### src/hdl/lzbm_pkg.sv
// Package for the lux zone brightness mapper: widths, zone word layout,
// sequencer states and the helpers for the base-2 logarithm.
// No dependencies.
package lzbm_pkg;

    localparam int MAX_ZONES     = 6;
    localparam int LUX_FRAC_BITS = 4;
    localparam int LOG_FRAC_BITS = 12;

    localparam int LUX_IN_W    = 21;
    localparam int LUX_W       = 20;
    localparam int PCT_W       = 7;
    localparam int HYST_W      = 7;
    localparam int ZIDX_W      = 3;
    localparam int ZONE_WORD_W = 55;
    localparam int CFG_IDX_W   = 3;

    localparam int MANT_BITS = 30;
    localparam int MANT_W    = MANT_BITS + 1;
    localparam int PROD_W    = 2 * MANT_W;
    localparam int POS_W     = $clog2(LUX_W + 1);
    localparam int LOG_W     = $clog2((LUX_W + 1) << LOG_FRAC_BITS);
    localparam int STEP_W    = $clog2(LOG_FRAC_BITS);
    localparam int DIVD_W    = LUX_W + PCT_W;
    localparam int QCNT_W    = $clog2(DIVD_W);
    localparam int RES_W     = DIVD_W + 2;
    localparam int LUX100_W  = LUX_W + 7;

    localparam int PCT_FULL = 100;
    localparam int LUX_ONE  = 1 << LUX_FRAC_BITS;
    localparam int LOG_ONE  = LUX_FRAC_BITS << LOG_FRAC_BITS;

    localparam logic [CFG_IDX_W-1:0] REG_ZONE_WORD_0  = 3'd0;
    localparam logic [CFG_IDX_W-1:0] REG_ZONES_IN_USE = 3'd6;
    localparam logic [CFG_IDX_W-1:0] REG_HYSTERESIS   = 3'd7;

    typedef struct packed {
        logic             curve_log;
        logic [PCT_W-1:0] pct_hi;
        logic [PCT_W-1:0] pct_lo;
        logic [LUX_W-1:0] lux_max;
        logic [LUX_W-1:0] lux_min;
    } zone_t;

    typedef enum logic [3:0] {
        ST_IDLE,
        ST_HYST_LO,
        ST_HYST_HI,
        ST_HYST_CHK,
        ST_SEARCH,
        ST_MAP,
        ST_LOG_SQ,
        ST_LOG_ADJ,
        ST_MUL,
        ST_DIV_LOAD,
        ST_DIV,
        ST_OUT
    } state_t;

    // Position of the leading one of a nonzero value.
    function automatic logic [POS_W-1:0] msb_pos(input logic [LUX_W:0] x);
        logic [POS_W-1:0] p;
        p = '0;
        for (int i = 0; i <= LUX_W; i++) begin
            if (x[i]) begin
                p = POS_W'(i);
            end
        end
        return p;
    endfunction

    // Mantissa with the leading one moved to bit MANT_BITS.
    function automatic logic [MANT_W-1:0] normalize(input logic [LUX_W:0] x);
        logic [POS_W-1:0] p;
        p = msb_pos(x);
        return MANT_W'(x) << (MANT_BITS - int'(p));
    endfunction

endpackage

### src/hdl/lux_zone_brightness_mapper.sv
// Top level of the lux zone brightness mapper: zone registers, zone
// selection with hysteresis, and the curve sequencer. Depends on lzbm_pkg.
// Each lux sample transaction selects one of up to six zones and yields one
// result transaction with the brightness percent, the zone and a change flag.
// All work runs on one shared 31 x 31 multiplier with a registered product,
// a restoring divider that retires one quotient bit per cycle, and a small
// sequencer; s_ready is high only while the sequencer is idle. A linear zone
// steps from one accepted sample to the next through the hysteresis check,
// the zone search one zone at a time, setup, the product and the divider
// load, the divide, the load of the output register and an idle state in
// which the next sample is taken. A logarithmic zone adds the 24 squaring
// steps of the two logarithms, each a multiply state and an adjust state;
// a zero logarithm span skips the product and the divide. A zone with an
// empty lux span finishes right after selection. A finished result sits in
// an output register, so the next sample can be accepted while it waits;
// a result that cannot be handed over holds the sequencer until the output
// register frees up.
// Configuration is a plain write port; write it only while the block is idle.
module lux_zone_brightness_mapper (
    input  logic                                  aclk,
    input  logic                                  aresetn,
    input  logic                                  cfg_we,
    input  logic [lzbm_pkg::CFG_IDX_W-1:0]        cfg_addr,
    input  logic [lzbm_pkg::ZONE_WORD_W-1:0]      cfg_wdata,
    input  logic                                  s_valid,
    output logic                                  s_ready,
    input  logic signed [lzbm_pkg::LUX_IN_W-1:0]  s_lux_sample,
    output logic                                  m_valid,
    input  logic                                  m_ready,
    output logic [lzbm_pkg::PCT_W-1:0]            m_brightness_pct,
    output logic [lzbm_pkg::ZIDX_W-1:0]           m_zone_index,
    output logic                                  m_zone_changed
);
    import lzbm_pkg::*;

    // Configuration registers.
    logic [ZONE_WORD_W-1:0] zone_word_reg [MAX_ZONES];
    logic [ZIDX_W-1:0]      zones_in_use_reg;
    logic [HYST_W-1:0]      hyst_reg;

    // Sequencer state and datapath registers.
    state_t              state_reg, state_next;
    logic [LUX_W-1:0]    lux_reg, lux_next;
    logic [ZIDX_W-1:0]   zidx_reg, zidx_next;
    logic [ZIDX_W-1:0]   cur_zone_reg, cur_zone_next;
    logic                zone_known_reg, zone_known_next;
    logic                changed_reg, changed_next;
    logic [MANT_W-1:0]   mant_reg, mant_next;
    logic [LOG_W-1:0]    lres_reg, lres_next;
    logic [STEP_W-1:0]   step_reg, step_next;
    logic                phase_reg, phase_next;
    logic [LUX_W-1:0]    num_reg, num_next;
    logic [LUX_W-1:0]    den_reg, den_next;
    logic [LUX_W-1:0]    span_reg, span_next;
    logic                neg_reg, neg_next;
    logic [PCT_W-1:0]    bmin_reg, bmin_next;
    logic [PCT_W-1:0]    adiff_reg, adiff_next;
    logic [DIVD_W-1:0]   quot_reg, quot_next;
    logic [LUX_W-1:0]    rem_reg, rem_next;
    logic [QCNT_W-1:0]   cnt_reg, cnt_next;
    logic [PROD_W-1:0]   prod_reg, prod_next;

    // Output register.
    logic                m_valid_reg, m_valid_next;
    logic [PCT_W-1:0]    bright_reg, bright_next;
    logic [ZIDX_W-1:0]   zout_reg, zout_next;
    logic                chg_out_reg, chg_out_next;

    // Shared multiplier operands.
    logic [MANT_W-1:0]   mul_a, mul_b;

    zone_t               zone;
    logic [ZIDX_W-1:0]   zone_count;
    logic [LUX100_W-1:0] lux100;
    logic [LUX_W-1:0]    lux_clip;
    logic [LUX_W-1:0]    offset;
    logic [MANT_W:0]     sq_top;
    logic [LOG_W-1:0]    lres_step;
    logic [LOG_W-1:0]    log_diff;
    logic [LUX_W:0]      trial;
    logic signed [RES_W-1:0] result;

    assign s_ready          = (state_reg == ST_IDLE);
    assign m_valid          = m_valid_reg;
    assign m_brightness_pct = bright_reg;
    assign m_zone_index     = zout_reg;
    assign m_zone_changed   = chg_out_reg;

    // Configuration writes.
    always_ff @(posedge aclk) begin
        if (!aresetn) begin
            for (int i = 0; i < MAX_ZONES; i++) begin
                zone_word_reg[i] <= '0;
            end
            zones_in_use_reg <= ZIDX_W'(1);
            hyst_reg         <= '0;
        end else if (cfg_we) begin
            if (cfg_addr == REG_ZONES_IN_USE) begin
                zones_in_use_reg <= cfg_wdata[ZIDX_W-1:0];
            end else if (cfg_addr == REG_HYSTERESIS) begin
                hyst_reg <= cfg_wdata[HYST_W-1:0];
            end else if (int'(cfg_addr) < MAX_ZONES) begin
                zone_word_reg[cfg_addr] <= cfg_wdata;
            end
        end
    end

    // A zone count of zero acts as one; counts above the zone total saturate.
    always_comb begin
        if (zones_in_use_reg == '0) begin
            zone_count = ZIDX_W'(1);
        end else if (int'(zones_in_use_reg) > MAX_ZONES) begin
            zone_count = ZIDX_W'(MAX_ZONES);
        end else begin
            zone_count = zones_in_use_reg;
        end
    end

    // Single read port into the zone registers, steered by the sequencer.
    assign zone   = zone_t'(zone_word_reg[zidx_reg]);
    assign lux100 = (LUX100_W'(lux_reg) << 6) + (LUX100_W'(lux_reg) << 5)
                  + (LUX100_W'(lux_reg) << 2);

    // Shared multiplier with a registered product.
    always_comb begin
        mul_a = '0;
        mul_b = '0;
        case (state_reg)
            ST_HYST_LO: begin
                // A widening above one hundred percent drops the lower bound
                // below zero, which a zero product reproduces.
                mul_a = MANT_W'(zone.lux_min);
                if (int'(hyst_reg) <= PCT_FULL) begin
                    mul_b = MANT_W'(PCT_FULL) - MANT_W'(hyst_reg);
                end
            end
            ST_HYST_HI: begin
                mul_a = MANT_W'(zone.lux_max);
                mul_b = MANT_W'(PCT_FULL) + MANT_W'(hyst_reg);
            end
            ST_LOG_SQ: begin
                mul_a = mant_reg;
                mul_b = mant_reg;
            end
            ST_MUL: begin
                mul_a = MANT_W'(num_reg);
                mul_b = MANT_W'(adiff_reg);
            end
            default: begin
                mul_a = '0;
                mul_b = '0;
            end
        endcase
        prod_next = PROD_W'(mul_a) * PROD_W'(mul_b);
    end

    // Sequencer: next state and datapath.
    always_comb begin
        state_next      = state_reg;
        lux_next        = lux_reg;
        zidx_next       = zidx_reg;
        cur_zone_next   = cur_zone_reg;
        zone_known_next = zone_known_reg;
        changed_next    = changed_reg;
        mant_next       = mant_reg;
        lres_next       = lres_reg;
        step_next       = step_reg;
        phase_next      = phase_reg;
        num_next        = num_reg;
        den_next        = den_reg;
        span_next       = span_reg;
        neg_next        = neg_reg;
        bmin_next       = bmin_reg;
        adiff_next      = adiff_reg;
        quot_next       = quot_reg;
        rem_next        = rem_reg;
        cnt_next        = cnt_reg;
        m_valid_next    = m_valid_reg && !m_ready;
        bright_next     = bright_reg;
        zout_next       = zout_reg;
        chg_out_next    = chg_out_reg;

        lux_clip = (lux_reg < zone.lux_max) ? lux_reg : zone.lux_max;
        if (lux_clip < zone.lux_min) begin
            lux_clip = zone.lux_min;
        end
        offset    = lux_clip - zone.lux_min;
        sq_top    = prod_reg[MANT_BITS +: MANT_W + 1];
        lres_step = {lres_reg[LOG_W-2:0], sq_top[MANT_W]};
        log_diff  = lres_step - LOG_W'(LOG_ONE);
        trial     = {rem_reg, quot_reg[DIVD_W-1]} - {1'b0, den_reg};
        result    = neg_reg ? RES_W'(bmin_reg) - RES_W'(quot_reg)
                            : RES_W'(bmin_reg) + RES_W'(quot_reg);

        case (state_reg)
            ST_IDLE: begin
                if (s_valid) begin
                    lux_next = s_lux_sample[LUX_IN_W-1] ? '0 : s_lux_sample[LUX_W-1:0];
                    if (zone_known_reg && hyst_reg != '0 && cur_zone_reg < zone_count) begin
                        zidx_next  = cur_zone_reg;
                        state_next = ST_HYST_LO;
                    end else begin
                        zidx_next  = '0;
                        state_next = ST_SEARCH;
                    end
                end
            end
            ST_HYST_LO: begin
                state_next = ST_HYST_HI;
            end
            ST_HYST_HI: begin
                if (PROD_W'(lux100) >= prod_reg) begin
                    state_next = ST_HYST_CHK;
                end else begin
                    zidx_next  = '0;
                    state_next = ST_SEARCH;
                end
            end
            ST_HYST_CHK: begin
                if (PROD_W'(lux100) < prod_reg) begin
                    state_next = ST_MAP;
                end else begin
                    zidx_next  = '0;
                    state_next = ST_SEARCH;
                end
            end
            ST_SEARCH: begin
                // First zone holding the sample wins; the last zone catches the rest.
                if ((lux_reg >= zone.lux_min && lux_reg < zone.lux_max)
                    || zidx_reg == zone_count - ZIDX_W'(1)) begin
                    state_next = ST_MAP;
                end else begin
                    zidx_next = zidx_reg + ZIDX_W'(1);
                end
            end
            ST_MAP: begin
                changed_next    = zone_known_reg && (zidx_reg != cur_zone_reg);
                cur_zone_next   = zidx_reg;
                zone_known_next = 1'b1;
                bmin_next       = zone.pct_lo;
                neg_next        = zone.pct_hi < zone.pct_lo;
                adiff_next      = (zone.pct_hi < zone.pct_lo)
                                ? zone.pct_lo - zone.pct_hi
                                : zone.pct_hi - zone.pct_lo;
                quot_next       = '0;
                span_next       = zone.lux_max - zone.lux_min;
                if (zone.lux_max <= zone.lux_min) begin
                    neg_next   = 1'b0;
                    state_next = ST_OUT;
                end else if (zone.curve_log) begin
                    mant_next  = normalize((LUX_W + 1)'(LUX_ONE) + (LUX_W + 1)'(offset));
                    lres_next  = LOG_W'(msb_pos((LUX_W + 1)'(LUX_ONE) + (LUX_W + 1)'(offset)));
                    step_next  = '0;
                    phase_next = 1'b0;
                    state_next = ST_LOG_SQ;
                end else begin
                    num_next   = offset;
                    den_next   = zone.lux_max - zone.lux_min;
                    state_next = ST_MUL;
                end
            end
            ST_LOG_SQ: begin
                state_next = ST_LOG_ADJ;
            end
            ST_LOG_ADJ: begin
                // One fractional bit per squaring of the mantissa.
                lres_next = lres_step;
                mant_next = sq_top[MANT_W] ? sq_top[MANT_W:1] : sq_top[MANT_W-1:0];
                if (int'(step_reg) == LOG_FRAC_BITS - 1) begin
                    step_next = '0;
                    if (!phase_reg) begin
                        num_next   = LUX_W'(log_diff);
                        mant_next  = normalize((LUX_W + 1)'(LUX_ONE) + (LUX_W + 1)'(span_reg));
                        lres_next  = LOG_W'(msb_pos((LUX_W + 1)'(LUX_ONE)
                                                    + (LUX_W + 1)'(span_reg)));
                        phase_next = 1'b1;
                        state_next = ST_LOG_SQ;
                    end else if (log_diff == '0) begin
                        quot_next  = '0;
                        neg_next   = 1'b0;
                        state_next = ST_OUT;
                    end else begin
                        den_next   = LUX_W'(log_diff);
                        state_next = ST_MUL;
                    end
                end else begin
                    step_next  = step_reg + STEP_W'(1);
                    state_next = ST_LOG_SQ;
                end
            end
            ST_MUL: begin
                state_next = ST_DIV_LOAD;
            end
            ST_DIV_LOAD: begin
                quot_next  = prod_reg[DIVD_W-1:0];
                rem_next   = '0;
                cnt_next   = '0;
                state_next = ST_DIV;
            end
            ST_DIV: begin
                // Restoring division, one quotient bit per cycle.
                if (!trial[LUX_W]) begin
                    rem_next = trial[LUX_W-1:0];
                end else begin
                    rem_next = {rem_reg[LUX_W-2:0], quot_reg[DIVD_W-1]};
                end
                quot_next = {quot_reg[DIVD_W-2:0], !trial[LUX_W]};
                if (int'(cnt_reg) == DIVD_W - 1) begin
                    state_next = ST_OUT;
                end else begin
                    cnt_next = cnt_reg + QCNT_W'(1);
                end
            end
            ST_OUT: begin
                if (!m_valid_reg || m_ready) begin
                    m_valid_next = 1'b1;
                    if (result < 0) begin
                        bright_next = '0;
                    end else if (result > RES_W'(PCT_FULL)) begin
                        bright_next = PCT_W'(PCT_FULL);
                    end else begin
                        bright_next = result[PCT_W-1:0];
                    end
                    zout_next    = cur_zone_reg;
                    chg_out_next = changed_reg;
                    state_next   = ST_IDLE;
                end
            end
            default: begin
                state_next = ST_IDLE;
            end
        endcase
    end

    always_ff @(posedge aclk) begin
        if (!aresetn) begin
            state_reg      <= ST_IDLE;
            cur_zone_reg   <= '0;
            zone_known_reg <= 1'b0;
            m_valid_reg    <= 1'b0;
        end else begin
            state_reg      <= state_next;
            cur_zone_reg   <= cur_zone_next;
            zone_known_reg <= zone_known_next;
            m_valid_reg    <= m_valid_next;
        end
    end

    always_ff @(posedge aclk) begin
        lux_reg     <= lux_next;
        zidx_reg    <= zidx_next;
        changed_reg <= changed_next;
        mant_reg    <= mant_next;
        lres_reg    <= lres_next;
        step_reg    <= step_next;
        phase_reg   <= phase_next;
        num_reg     <= num_next;
        den_reg     <= den_next;
        span_reg    <= span_next;
        neg_reg     <= neg_next;
        bmin_reg    <= bmin_next;
        adiff_reg   <= adiff_next;
        quot_reg    <= quot_next;
        rem_reg     <= rem_next;
        cnt_reg     <= cnt_next;
        prod_reg    <= prod_next;
        bright_reg  <= bright_next;
        zout_reg    <= zout_next;
        chg_out_reg <= chg_out_next;
    end

    // The clamp must keep every delivered brightness within range.
    a_bright_range: assert property (@(posedge aclk) disable iff (!aresetn)
        m_valid |-> (int'(m_brightness_pct) <= PCT_FULL))
        else $error("brightness above full scale");

    // A delivered zone index always names an existing zone.
    a_zone_range: assert property (@(posedge aclk) disable iff (!aresetn)
        m_valid |-> (int'(m_zone_index) < MAX_ZONES))
        else $error("zone index out of range");

    // The sequencer is busy in the cycle after it takes a sample.
    a_busy_after_accept: assert property (@(posedge aclk) disable iff (!aresetn)
        (s_valid && s_ready) |=> !s_ready)
        else $error("sample accepted while busy");

    // Once a zone is known it stays known until the next reset.
    a_known_sticky: assert property (@(posedge aclk) disable iff (!aresetn)
        $past(aresetn) |-> !$fell(zone_known_reg))
        else $error("zone memory lost without reset");

endmodule
### config.mk
export PLATFORM = sky130hd
export DESIGN_NAME = lux_zone_brightness_mapper
export DESIGN_NICKNAME = d
export VERILOG_FILES = /design/src/hdl/lzbm_pkg.sv /design/src/hdl/lux_zone_brightness_mapper.sv
export SDC_FILE = /design/constraint.sdc
export NUM_CORES = 2
export LEC_CHECK = 0
export ABC_AREA = 0
export CAP_MARGIN = 20
export CORE_ASPECT_RATIO = 0.5
export CORE_UTILIZATION = 62
export DETAILED_ROUTE_END_ITERATION = 6
export DONT_BUFFER_PORTS = 1
export PLACE_DENSITY = 0.89
export SETUP_SLACK_MARGIN = 0.15
export SLEW_MARGIN = 20
export SYNTH_ARGS = -nofsm -noshare
export SYNTH_HDL_FRONTEND = slang
export SYNTH_SLANG_ARGS = --single-unit
export TNS_END_PERCENT = 1
### constraint.sdc
create_clock -name aclk -period 22.2 [get_ports aclk]
set_clock_uncertainty 0.1 [all_clocks]
set_input_delay 1.11 -clock aclk [delete_from_list [all_inputs] [get_ports aclk]]
set_output_delay 1.11 -clock aclk [all_outputs]
set_load 0.005 [all_outputs]
==> Word level (Yosys, flattened, before mapping) <==
Memories as Yosys holds them, arrays and structs flattened. A register that Yosys moved wholly into a read port is not among the register bits.
Cells that the tools add are included.
{ "word_totals": {"regBits": 295, "ramBits": 330, "in_bits": 84, "output_inout_bits": 13, "word_cells": 262, "n_memories": 1} }
{ "op_classes": {"n_addsub": 20, "n_mul": 1, "order_cmp": 13, "eq_ne": 33, "shift": 2, "mux": 131, "bitwise_logic": 1, "reduce_logical": 33} }
{ "memory_table": {"columns": ["name", "depth", "word_bits", "rd", "rd_ports_with_merged_regs", "write_ports", "line_no", "rtl"], "rows": [
  ["zone_word_reg", 6, 55, 1, 1, 6, "lux_zone_brightness_mapper.sv:37", "logic [ZONE_WORD_W-1:0] zone_word_reg [MAX_ZONES];"]
]} }
{ "ops": {"columns": ["op", "count"], "rows": [
  ["$pmux W31 S4", 2],
  ["$mux W20", 12],
  ["$mux W5", 44],
  ["$mux W31", 6],
  ["$pmux W20 S2", 3],
  ["$pmux W27 S4", 1],
  ["$mux W27", 3],
  ["$mux W16", 4],
  ["$shl A21 B32 Y31", 2],
  ["$ge A27 B62 Y1", 1],
  ["$lt A27 B62 Y1", 1],
  ["$mul A31 B31 Y62", 1],
  ["$pmux W31 S2", 1],
  ["$mux W55", 1],
  ["$reduce_or A55 Y1", 1],
  ["$pmux W4 S12", 1],
  ["$mux W4", 11],
  ["$add A5 B20 Y21 const A", 2],
  ["$lt A20 B20 Y1", 2],
  ["$sub A20 B20 Y20", 2],
  ["$mux W3", 11],
  ["$ne A2 B2 Y1 const B", 16],
  ["$pmux W16 S2", 1],
  ["$gt A29 B8 Y1 const B", 1],
  ["other kinds (54)", 104]
]} }

==> Logic depth before layout (Yosys ltp) <==
{ "logic_depth": {"word_depth": 34, "depth_mapped": 51, "depth_no_buf": 43} }

==> Worst setup path after synthesis <==
No wires, ideal clock.
{ "synth_path": {"path_type": "register -> register", "start": "register with a tool-made name", "end": "register mant_reg[28], data pin", "setup_ns": 0.261, "arrival_time_ns": 11.674, "required_ns": 21.839, "setup_slack_ns": 10.165, "stages_incl_launch_ff": 48, "n_path_buf": 11, "synth_period_minus_slack_ns": 12.035, "cell_sequence": "dfxtp_1 buf_2 buf_1 clkbuf_1 mux4_2 mux2i_1 ha_1 o211a_1 a211oi_1 o31ai_1 a21o_1 a21o_1 clkbuf_1 clkbuf_1 o21ai_0 inv_1 ha_1 a211oi_1 [12 not listed] a211oi_2 nor4b_1 a2111o_1 or4_4 buf_6 o31a_1 o22ai_2 a21oi_4 nor2_4 buf_8 buf_12 ha_1 buf_1 clkbuf_1 mux4_1 o22ai_1 o21ai_1 a221o_1"} }
{ "synth_lines": {"columns": ["element", "line_no", "rtl"], "rows": [
  ["end signal, assigned", "lux_zone_brightness_mapper.sv:353", "mant_reg <= mant_next;"],
  ["end, declared", "lux_zone_brightness_mapper.sv:48", "logic [MANT_W-1:0] mant_reg, mant_next;"]
]} }

==> flow_summary.json <==
{
  "setup_viol": 0,
  "reg2reg_to": "mant_reg[8]$_DFFE_PP_",
  "finalNonFillerCells": 8888,
  "synth_edf_count": 654,
  "ys_seq_area_share_pct": 29.2,
  "seq_area_um2": 21300,
  "setup-tns-final_ps": 0,
  "cp-endpoint": "mant_reg[8]$_DFFE_PP_",
  "synth-seq-cells": 738,
  "finalHoldViolations": 0,
  "grt_overflow": 0,
  "layout.nets": 8661,
  "vias": 56500,
  "synth_top_area_share_pct": 26.9,
  "dp.cells": 8750,
  "coreArea_um2": 116000,
  "cts-resized-gates": 0,
  "cts_tree": "built",
  "ant_nets": 0,
  "wire_per_inst_um": 25.4,
  "slew_headroom_pct": 23.7,
  "largest_reg_flops": 440,
  "syn_area_per_cell_um2": 10.0,
  "worstMarginPinSlew_ps": 1110,
  "drt-pass1-iter-count": 6,
  "critical_path_class": "register to register",
  "finalHoldWorstSlack_ps": 338,
  "die_w_um": 487,
  "portBuffers": 0,
  "rr_worst_depth": 37,
  "r2r_slack_ps": 7710,
  "post-cts-setup-buffers": 0,
  "drt_iter0_drc": 6929,
  "grt_pass1_wl_mm": 341,
  "worstHoldPathType": "register to register",
  "synth_top_flop_cell": "edfxtp_1",
  "grt_usage_pct": 38.3,
  "timing.fmax_mhz": 69.0,
  "fillers": 8337,
  "synth_common_cells": "inv_1, nand2_1, fa_1",
  "cp_slowest_cell": "ha_1",
  "end_kind": "register",
  "cts.root.buffer_cell": "clkbuf_16",
  "htree_levels": 3,
  "rsz0062_at_grt": "false",
  "final_layout_size_suffix_gt1_share_pct": 7.12,
  "grt_start_max_net_pins": 57,
  "cp.required_ps": 22440,
  "clk_latency_ps": 670,
  "arrival_ps": 14730,
  "antenna_found_initial": 16,
  "synthTopCellsByArea": "edfxtp_1, fa_1, ha_1",
  "period_share_pct": 65.3,
  "yosys.area.top_type": "edfxtp_1",
  "cts_max_path_buffers": 3,
  "async_reset_ff_share_pct": 0,
  "final_util_pct": 67.1,
  "cp_max_fo": 43,
  "via_per_inst": 6.36,
  "slowest_delay_ps": 890,
  "synth_most_common_cell": "inv_1",
  "gp_congestion": 1.02,
  "area_growth_pct": 6.67,
  "slew_violations": 0,
  "synth_area_um2": 72900,
  "fin_crit_ps": 14490,
  "clk_pin_slew_ps": 70,
  "cts_hold_buf": 0,
  "dieArea_um2": 119000,
  "detail_route.wirelength_mm": 226,
  "synthCells": 7277,
  "drc": 0,
  "multi_input_area_um2": 46600,
  "clock_sinks": 738,
  "critPathLaunchType": "register",
  "initial_core_util_pct": 62.9,
  "grt_pass1_vias": 57900,
  "cts_inserted_buffers": 73,
  "hpwlAfterDp_mm": 165,
  "rows": 88,
  "top_level_ports": 97,
  "path_common_cell": "ha_1",
  "cap_violations": 0,
  "die_h_um": 245,
  "ys_warn_count": 0,
  "synth_cell_types": 113,
  "status": "finished, final reports clean"
}
==> worst min path at each step <==
stage | endpoint | slack (ps) | cells past startpoint | start
after floorplan | m_zone_changed$_DFFE_PP_ | 300 | 0 | changed_reg$_DFFE_PP_
after CTS | m_zone_changed$_DFFE_PP_ | 340 | 0 | changed_reg$_DFFE_PP_
after global placement | m_zone_changed$_DFFE_PP_ | 320 | 0 | changed_reg$_DFFE_PP_
after detailed placement | m_zone_changed$_DFFE_PP_ | 320 | 0 | changed_reg$_DFFE_PP_
after global routing | m_zone_changed$_DFFE_PP_ | 380 | 0 | changed_reg$_DFFE_PP_
final | m_zone_changed$_DFFE_PP_ | 340 | 0 | changed_reg$_DFFE_PP_
==> worst max-delay path, delay by kind of cell (launching register included) <==
| kind | cells | cell delay, ps |
|---|---|---|
| AO/OA/AOI/OAI | 15 | 4230 |
| XOR/XNOR | 1 | 550 |
| adder cells (fa/ha/maj) | 5 | 2270 |
| buffers and inverters | 4 | 1370 |
| flip-flops | 1 | 690 |
| multiplexers | 4 | 2270 |
| AND/OR/NAND/NOR | 8 | 2580 |
==> area by class of cell <==
class,count,share of cell area (%)
multi-input combinational,5114,59.9
sequential,738,27.4
inverter,1178,5.68
tap,1575,2.53
clock buffer,94,2.48
timing repair buffer,145,1.40
clock inverter,36,0.602
antenna,8,0.0257
==> layout by cell type (no fill, tap or decap), drive strengths merged, types with 20 or more instances in the layout <==
| cell | netlist | final |
|---|---|---|
| a31oi | 26 | 26 |
| dfxtp | 84 | 84 |
| and3 | 49 | 49 |
| nand2b | 32 | 32 |
| and2 | 118 | 118 |
| clkbuf | 296 | 94 |
| nor2b | 69 | 69 |
| nand3 | 70 | 70 |
| o211ai | 20 | 20 |
| mux4 | 139 | 139 |
| nor2 | 588 | 588 |
| nor4 | 27 | 27 |
| clkinv | 6 | 29 |
| nand4 | 35 | 35 |
| o21bai | 23 | 23 |
| o221ai | 36 | 36 |
| mux2i | 152 | 152 |
| buf | 60 | 145 |
| o21ai | 182 | 182 |
| conb | 1 | 110 |
| nand2 | 1105 | 1105 |
| a21oi | 231 | 231 |
| a21o | 98 | 98 |
| a21boi | 25 | 25 |
| o21a | 35 | 35 |
| or3 | 21 | 21 |
| edfxtp | 654 | 654 |
| fa | 861 | 861 |
| inv | 1172 | 1174 |
| a22o | 23 | 23 |
| nor3 | 74 | 74 |
| a211oi | 34 | 34 |
| a22oi | 32 | 32 |
| xnor2 | 147 | 147 |
| mux2 | 34 | 34 |
| ha | 466 | 466 |
| xor2 | 53 | 53 |
==> logic make-up (layout without fill, tap and decap cells) <==
group	count (synthesis)	in the layout	share of synthesized area, %
mux	325	325	6.97
fa+ha+maj	1328	1328	31.6
buf+inv	1534	1453	8.00
flops	738	738	29.2
simple gates	2249	2249	13.4
other cells	1	118	0.00514
xor+xnor	201	201	2.46
compound gates	901	901	8.28
==> metal layers <==
layer | vias up | part of all wire, % | track usage, %
met2 | 4121 | 44 | 58.9
met4 | 14 | 6.6 | 22.3
met1 | 27600 | 35 | 48.6
met3 | 966 | 14 | 11.2
li1 | 23800 | - | -
met5 | - | 0.071 | 0
==> through the flow <==
step                      instance area, um2  worst slack (ps)
after floorplan                        73300             10160
after global placement                 75400              8090
after detailed placement               75400              7910
after CTS                              77800              7820
after global routing                   77800              6700
final                                  77800              7710
Power is left out: the tool's default activity adds up to more than one toggle a clock period on the data nets, which glitch-free logic cannot reach.
